**src/rtl/q2e_pkg.sv**
```systemverilog
// Package for the quaternion to Euler angle unit: widths, constants, tables
package q2e_pkg;
  localparam int QuatW      = 16;
  localparam int FovW       = 8;
  localparam int YawW       = 17;
  localparam int PitchW     = 16;
  localparam int RollW      = 15;
  localparam int PoleW      = 2;
  localparam int AccBits    = 22;
  localparam int AngleFrac  = 7;
  localparam int CordicIter = 16;
  localparam int PreShift   = 16;
  localparam int ZW         = 34;
  localparam int CW         = 56;
  localparam int ProdW      = 33;
  localparam int SumW       = 35;
  localparam int FifoDepth  = 4;
  localparam int FifoAw     = 2;

  typedef enum logic [1:0] {
    POLE_NONE  = 2'd0,
    POLE_NORTH = 2'd1,
    POLE_SOUTH = 2'd2
  } pole_e;

  typedef struct packed {
    logic signed [CW-1:0] y;
    logic signed [CW-1:0] x;
  } vec_t;

  typedef struct packed {
    pole_e                   pole;
    logic signed [QuatW-1:0] qx;
    logic signed [QuatW-1:0] qw;
    logic signed [SumW-1:0]  yaw_y;
    logic signed [SumW-1:0]  yaw_x;
    logic signed [SumW-1:0]  pit_y;
    logic signed [SumW-1:0]  pit_x;
    logic signed [SumW-1:0]  unit;
    logic signed [SumW-1:0]  s2;
  } item_t;

  function automatic logic signed [ZW-1:0] atan_tab(input logic [4:0] i);
    logic signed [ZW-1:0] r;
    unique case (i)
      5'd0: r = 34'sd188743680;  5'd1: r = 34'sd111421900;
      5'd2: r = 34'sd58872272;   5'd3: r = 34'sd29884485;
      5'd4: r = 34'sd15000234;   5'd5: r = 34'sd7507429;
      5'd6: r = 34'sd3754631;    5'd7: r = 34'sd1877430;
      5'd8: r = 34'sd938729;     5'd9: r = 34'sd469366;
      5'd10: r = 34'sd234683;    5'd11: r = 34'sd117342;
      5'd12: r = 34'sd58671;     5'd13: r = 34'sd29335;
      5'd14: r = 34'sd14668;     5'd15: r = 34'sd7334;
      5'd16: r = 34'sd3667;      5'd17: r = 34'sd1833;
      5'd18: r = 34'sd917;       5'd19: r = 34'sd458;
      5'd20: r = 34'sd229;       5'd21: r = 34'sd115;
      5'd22: r = 34'sd57;        5'd23: r = 34'sd29;
      5'd24: r = 34'sd14;        5'd25: r = 34'sd7;
      5'd26: r = 34'sd4;         5'd27: r = 34'sd2;
      5'd28: r = 34'sd1;
      default: r = '0;
    endcase
    return r;
  endfunction

  function automatic logic signed [ZW-1:0] deg(input int d);
    return ZW'(d) <<< AccBits;
  endfunction
endpackage

```
**src/rtl/q2e_fifo.sv**
```systemverilog
// Short queue between front and back end
module q2e_fifo (
  input  logic           clk_i,
  input  logic           rst_ni,
  input  logic           push_i,
  input  q2e_pkg::item_t wdata_i,
  input  logic           pop_i,
  output logic           empty_o,
  output q2e_pkg::item_t rdata_o
);
  localparam int Aw = q2e_pkg::FifoAw;

  q2e_pkg::item_t mem_q [q2e_pkg::FifoDepth];
  logic [Aw-1:0]  wp_q, rp_q;
  logic [Aw:0]    cnt_q;

  always_ff @(posedge clk_i or negedge rst_ni) begin
    if (!rst_ni) begin
      wp_q  <= '0;
      rp_q  <= '0;
      cnt_q <= '0;
    end else begin
      if (push_i) wp_q <= wp_q + 1'b1;
      if (pop_i) rp_q <= rp_q + 1'b1;
      cnt_q <= cnt_q + (Aw+1)'(push_i) - (Aw+1)'(pop_i);
    end
  end

  always_ff @(posedge clk_i) begin
    if (push_i) mem_q[wp_q] <= wdata_i;
  end

  assign empty_o = (cnt_q == '0);
  assign rdata_o = mem_q[rp_q];
endmodule

```
**config.mk**
```make
export PLATFORM = sky130hd
export DESIGN_NAME = q2e_fifo
export DESIGN_NICKNAME = d
export VERILOG_FILES = /design/src/rtl/q2e_pkg.sv /design/src/rtl/q2e_fifo.sv
export SDC_FILE = /design/constraint.sdc
export NUM_CORES = 1
export LEC_CHECK = 0
export ABC_CLOCK_PERIOD_IN_PS = 12400
export BUFFER_PORTS_ARGS = -buffer_cell sky130_fd_sc_hd__clkbuf_2
export CORE_ASPECT_RATIO = 0.8
export CORE_MARGIN = 2
export CORE_UTILIZATION = 55
export CTS_CLUSTER_DIAMETER = 100
export DETAILED_ROUTE_END_ITERATION = 7
export PLACE_DENSITY = 0.83
export SLEW_MARGIN = 20
export SYNTH_ARGS = -nofsm -noshare
export SYNTH_HDL_FRONTEND = slang
export SYNTH_SLANG_ARGS = --single-unit
```
**constraint.sdc**
```tcl
create_clock -name clk_i -period 12.4 [get_ports clk_i]
set_input_delay 1.86 -clock clk_i [delete_from_list [all_inputs] [get_ports clk_i]]
set_output_delay 1.86 -clock clk_i [all_outputs]
set_load 0.02 [all_outputs]
```
Word-level counts from Yosys, hierarchy flattened

Memories as Yosys holds them, arrays and structs flattened.
Index checks and enable logic that the tools add are counted.

Register bits: 7
Bits in writable memories: 976
Input bits: 248
Output and inout port bits: 245
Word-level logic and storage cells: 11
Memories: 1

Memory list:

| memory | words | width | read ports | clocked after Yosys merged registers in | wr ports | RTL line       | source |
|---|---|---|---|---|---|---|---|
| mem_q  | 4     | 244   | 1          | 0                                       | 1        | q2e_fifo.sv:13 | `q2e_pkg::item_t mem_q [q2e_pkg::FifoDepth];` |

Add/sub/neg operators: 4
Mux-type cells: 2
Reductions and logical operators: 1

Operators by type and width:

| kind                | count |
|---|---|
| $add 2x1->2 const B | 2 |
| $add 3x1->3         | 1 |
| $logic_not 3->1     | 1 |
| $sub 3x1->3         | 1 |
| $mux 1              | 2 |

Logic depth before layout (Yosys ltp)

Gate-level depths: netlist (run 1).

Depth after elaboration: 2
Gate-level depth with buffers: 7
Gate-level depth less buffers: 7

Worst setup path before layout (run 1)

OpenSTA, ideal clock, no wires.

Kind: input -> register
Start: in push_i
End: mem mem_q[0][0] (netlist name), enable pin
Library setup time: 0.635 ns
Data arrival time: 7.378 ns
Setup slack: 4.387 ns
Stages: 1
Path buffers: 0
Path through: and2_1

Cells in the longest elaborated chain, start to end: 2

RTL lines:

| item                         | RTL line       | source |
|---|---|---|
| start: declaration           | q2e_fifo.sv:5  | `input logic push_i,` |
| $mux 1                       | q2e_fifo.sv:30 | `if (push_i) mem_q[wp_q] <= wdata_i;` |
| $mux 1 (implied by the code) | q2e_fifo.sv:30 |  |
| end: declaration             | q2e_fifo.sv:13 |  |

No other way between the ends.

==> flow_metrics.py, run 1 <==
metrics = {
    "power_and_ir_drop": {
        "power_density_nw_per_um2": 251,
        "ir_drop_mv": 0.179,
        "power_leakage_nw": 14.3,
    },
    "clock_network": {
        "cts_tree": "yes",
        "cts_setup_buffers": 0,
        "numCtsBuffers": 90,
        "post_cts_resized": 0,
        "insertion_delay_ns": 0.62,
        "h-tree-depth": 3,
        "cts_buffer_depth": 3,
        "clkTransAtPathRegs_ns": 0.06,
        "clock_sinks": 983,
        "clock-root-buffer": "clkbuf_16",
        "hold_buffers": 0,
    },
    "synthesis": {
        "syn_inst": 1308,
        "synth.top_cell.area_share_pct": 81.8,
        "synthesis.nets": 1563,
        "yosys.cell_types.count": 17,
        "yosys-top-cells-area": "edfxtp_1 (82%), mux4_2 (15%), buf_12 (1.2%)",
        "yosysSeqAreaShare_pct": 82.3,
        "yosys.area.top_type": "edfxtp_1",
        "synth-warning-count": 0,
        "avgSynthCellArea_um2": 27.4,
        "synth_seq_cells": 983,
        "netlist_area_um2": 35800,
    },
    "global_routing": {
        "overflow": 0,
        "grt_pass1_wl_mm": 105,
        "grt_antenna_before_repair": 8,
        "grtUsageTotal_pct": 21.3,
        "grt_max_degree": 145,
        "grt_pass1_vias": 16800,
    },
    "timing": {
        "worstMarginPinSlew_ns": 1.23,
        "fin_crit_sh_pct": 41.9,
        "slew_headroom_pct": 17.8,
        "finalHoldViolCount": 0,
        "fmax_ghz": 0.192,
        "layout_min_cycle_time_ns": 5.20,
        "hold_ws_ns": 0.573,
        "setup_viol": 0,
        "rsz0062_at_grt": "false",
        "skew_ns": 0.0244,
        "maxSlewViolCount": 0,
        "fin_tns_setup_ns": 0,
    },
    "die": {
        "initial_utilization_pct": 55.7,
        "die_h_um": 232,
        "io_pins": 493,
        "fp.dieArea_um2": 67200,
        "die_w_um": 289,
        "coreArea_um2": 64300,
        "num_rows": 83,
    },
    "critical_path": {
        "worstSetupEndpointType": "output port",
        "path_max_fanout": 107,
        "cp_data_required_time_ns": 10.54,
        "criticalPathCategory": "reg2out",
        "worst-endpoint-arrival_ns": 3.34,
        "startpoint_type": "flip-flop",
    },
    "layout": {
        "finalInstanceArea_um2": 41900,
        "fillers": 3901,
        "mostFrequentLayoutCells": "edfxtp_1 (976), clkbuf_2 (492), mux4_2 (244)",
        "finalNetCount": 2107,
        "stdcell_count": 2782,
        "syn2layout_area_growth_pct": 16.9,
        "drive_gt1_share_pct": 46.0,
        "final_common_cell": "edfxtp_1",
    },
    "min_path": {
        "hold_class": "reg2reg",
    },
    "placed_design": {
        "dp_cells": 2608,
        "portBuffers": 492,
        "placed_area_um2": 38900,
        "hpwl_mm": 41.0,
        "gp_congestion": 0.733,
    },
    "routing": {
        "drtIter0Drc": 1533,
        "firstDrtPassIters": 5,
        "drc_errors": 0,
        "wl_per_cell_um": 25.8,
        "ant_nets": 0,
        "drt-total-wl_mm": 71.9,
        "via_per_inst": 5.77,
        "vias": 16100,
    },
    "outcome": {
        "outcome": "completed",
    },
    "flow_run": {
        "cap_violations": 0,
    },
}
==> stage by stage <==
step	utilization (%)	setup WS (ns)	total power [mW]
final	65.1	7.20	10.5
after floorplan	-	4.39	7.08
after detailed placement	60.5	7.07	7.86
after global placement	60.5	7.09	7.79
after CTS	65.0	7.09	10.6
after global routing	65.1	6.95	10.9
==> cells in the mapped netlist <==
library cell and number:
buf_2 23, xnor2_1 3, buf_8 1, buf_12 22, buf_6 5, nand2_1 2
inv_1 6, edfxtp_1 976, o21ai_0 1, nor3_1 1, xor2_1 2, dfrtp_1 7
mux4_2 244, ha_1 6, and2_1 4, fa_1 1, clkbuf_1 4
==> sequential cells by signal, summed over array words and instances, names as in the netlist <==
name   count
wp_q       2
mem_q    976
cnt_q      3
rp_q       2
==> worst max-delay path, stage by stage, from the launching register on <==
cell	delay, ns
dfrtp_4	0.99
buf_12	0.65
mux4_2	0.64
clkbuf_2	0.18
==> power breakdown <==
part           internal [mW]  switching [mW]  total [mW]  leakage, nW
logic                   1.26            1.99        3.25         3.83
registers               4.35           0.206        4.56         9.04
clock network           1.55            1.16        2.71         1.43
==> kinds of logic (layout without fill, tap and decap cells) <==
| kind of cell | after synthesis | in the layout | synth area share [%] |
|---|---|---|---|
| flip-flops | 983 | 983 | 82.3 |
| adder cells (fa/ha/maj) | 7 | 7 | 0.265 |
| other | 0 | 6 | 0 |
| AND/OR/NAND/NOR | 7 | 7 | 0.105 |
| XOR/XNOR | 5 | 5 | 0.122 |
| multiplexers | 244 | 244 | 15.3 |
| buffers and inverters | 61 | 679 | 1.85 |
| AO/OA/AOI/OAI | 1 | 1 | 0.0140 |
==> final cells by class <==
class                      count  area, µm²  share of cell area, %
multi-input combinational    264       5690                   13.6
clock inverter                55        539                   1.29
antenna                        6       15.0                 0.0359
sequential                   983      29500                   70.4
inverter                       6       22.5                 0.0538
clock buffer                 111       2370                   5.66
timing repair buffer         507       2690                   6.42
tap                          850       1060                   2.54
==> path summary, 6_finish.rpt <==
check                        start             to  slack [ns]  depth (start not counted)
min in group asynchronous   rst_ni       cnt_q[1]        1.07                          1
max in group asynchronous   rst_ni        rp_q[1]       11.13                          1
min reg2reg                wp_q[0]        wp_q[0]        0.57                          1
max                        rp_q[0]   rdata_o[173]        7.20                          3
min                        wp_q[0]        wp_q[0]        0.57                          1
max reg2reg                wp_q[0]  mem_q[2][173]        8.95                          5
==> metal layers <==
metal | part of all wire [%] | global-route usage [%] | vias to the layer above
li1 | - | - | 6818
met1 | 37 | 27.3 | 8458
met2 | 52 | 35.7 | 657
met3 | 8.1 | 5.86 | 125
met4 | 2.6 | 6.59 | 8
met5 | 0.079 | 0 | -
Note: power is estimated with default switching activity, not from simulation.
==> run 2, diff against run 1 <==
- ABC_CLOCK_PERIOD_IN_PS: 12400 -> 5000
- clock period: 12.4 -> 5 ns (I/O delays scaled with it)
==> flow_metrics.py, run 2 (synthesis gave the netlist of run 1 again) <==
metrics = {
    "outcome": {
        "outcome": "completed",
    },
    "timing": {
        "fmax_ghz": 0.268,
        "rsz0062_at_grt": "false",
        "skew_ns": 0.0188,
        "fin_tns_setup_ns": 0,
        "fin_crit_sh_pct": 74.5,
        "finalHoldViolCount": 0,
        "setup_viol": 0,
        "slew_headroom_pct": 36.0,
        "worstMarginPinSlew_ns": 0.960,
        "hold_ws_ns": 0.340,
        "maxSlewViolCount": 0,
        "layout_min_cycle_time_ns": 3.72,
    },
    "power_and_ir_drop": {
        "power_leakage_nw": 14.4,
        "power_density_nw_per_um2": 618,
        "ir_drop_mv": 0.446,
    },
    "min_path": {
        "min_to": "mem_q[0][235]",
        "hold_class": "in2reg",
        "holdPathStages": 1,
        "min_from": "wdata_i[235]",
    },
    "die": {
        "fp.dieArea_um2": 67200,
        "num_rows": 83,
        "initial_utilization_pct": 55.7,
        "coreArea_um2": 64300,
        "io_pins": 493,
        "die_h_um": 232,
        "die_w_um": 289,
    },
    "layout": {
        "finalNetCount": 2131,
        "fin_util_pct": 65.4,
        "drive_gt1_share_pct": 46.5,
        "largest_reg_flops": 976,
        "reg_top3": "mem_q: 976 flops, cnt_q: 3 flops",
        "mostFrequentLayoutCells": "edfxtp_1 (976), clkbuf_2 (492), mux4_2 (244)",
        "syn2layout_area_growth_pct": 17.3,
        "final_common_cell": "edfxtp_1",
        "top_register": "mem_q",
    },
    "clock_network": {
        "cts_tree": "yes",
        "clock-root-buffer": "clkbuf_16",
        "cts_setup_buffers": 0,
        "insertion_delay_ns": 0.62,
        "h-tree-depth": 3,
        "cts_buffer_depth": 3,
        "clkTransAtPathRegs_ns": 0.07,
        "numCtsBuffers": 90,
        "clock_sinks": 983,
    },
    "critical_path": {
        "slowest_delay_ns": 1.02,
        "cp.buffers_inverters": 2,
        "worst-endpoint-arrival_ns": 2.97,
        "path_delay_family": "flip-flops",
        "path_max_fanout": 37,
        "r2r_start": "wp_q[1]",
        "startpoint_type": "flip-flop",
        "rrSetupSlack_ns": 2.71,
        "cp_data_required_time_ns": 4.25,
        "reg2reg_depth": 4,
        "r2r_end": "mem_q[1][49]",
        "cp_cell_sequence": "buf_4, mux4_2, clkbuf_2",
        "worstSetupEndpointType": "output port",
        "critPathSlowestCell": "dfrtp_4",
        "criticalPathCategory": "reg2out",
    },
    "global_routing": {
        "overflow": 0,
        "grt_max_degree": 92,
        "grt_pass1_vias": 17100,
        "grt_antenna_before_repair": 8,
        "grtUsageTotal_pct": 21.8,
        "grt_pass1_wl_mm": 108,
    },
    "routing": {
        "ant_nets": 0,
        "drc_errors": 0,
        "wl_per_cell_um": 26.1,
        "drtIter0Drc": 1271,
        "drt-total-wl_mm": 73.2,
        "firstDrtPassIters": 5,
        "vias": 16300,
        "via_per_inst": 5.80,
    },
    "placed_design": {
        "portBuffers": 492,
        "hpwl_mm": 44.4,
        "gp_congestion": 0.780,
    },
    "flow_run": {
        "cap_violations": 0,
    },
}
[run 2: cell types whose count changed in the layout (fill, tap and decap cells not counted), moves of 2 or more]
cell / previous run / this run
inv_16: 3 / 1
buf_4: 7 / 22
clkinv_1: 21 / 18
buf_16: 2 / 0
bufinv_16: 9 / 3
clkbuf_1: 17 / 21
clkinvlp_4: 2 / 4
buf_12: 6 / 16
[run 2: final cells by class]
type,count,area (µm²)
fillers,3957,22300
clock inverters,50,389
flip-flops and latches,983,29500
inverters,6,22.5
repair buffers,531,2960
well taps,850,1060
clock buffers,115,2390
multi-input cells,264,5690
diodes,6,15.0
[run 2: worst max-delay path by stage]
stage,from,endpoint,slack (ns),cells after the start
finish,rp_q[0],rdata_o[178],1.28,3
global route,rp_q[0],rdata_o[178],1.07,3
CTS,rp_q[0],rdata_o[178],1.15,3
detailed placement,rp_q[0],rdata_o[178],1.87,3
global placement,rp_q[0],rdata_o[170],1.96,3
floorplan,push_i,mem_q[1][0],0.80,1
[run 2: where the power goes]
group          switching, mW  internal [mW]  total (mW)
logic                   4.97           3.25        8.22
clock network           2.88           3.56        6.43
registers              0.566           10.8        11.3
[run 2: through the flow]
step | cell area [µm²] | worst slack [ns] | cells | power, mW
final | 42000 | 1.28 | 2805 | 26.0
after global routing | 42000 | 1.07 | 2805 | 27.0
after detailed placement | 39200 | 1.87 | 2633 | 19.7
after floorplan | 35800 | 0.801 | 1308 | 17.3
after CTS | 42000 | 1.15 | 2799 | 26.3
after global placement | 39200 | 1.96 | 2633 | 19.5
[run 2: worst register-to-register path, delay by kind of cell (launching register included)]
family,cells,cell delay (ns)
adder cells (fa/ha/maj),1,0.16
buffers and inverters,2,0.63
flip-flops,1,0.41
AND/OR/NAND/NOR,1,0.72
[run 2: what timing repair did]
item,in CTS,in global routing
hold buffers,1,0
hold endpoints to repair,7,0
gates resized for setup,0,0
[run 2: metal layers]
layer  track usage, %  up-vias  share of wire (%)
met2             36.4      742                 52
met5                0        -              0.034
met4             7.31        4                3.1
met1             28.2     8526                 37
li1                 -     6860                  -
met3             5.75      140                8.4
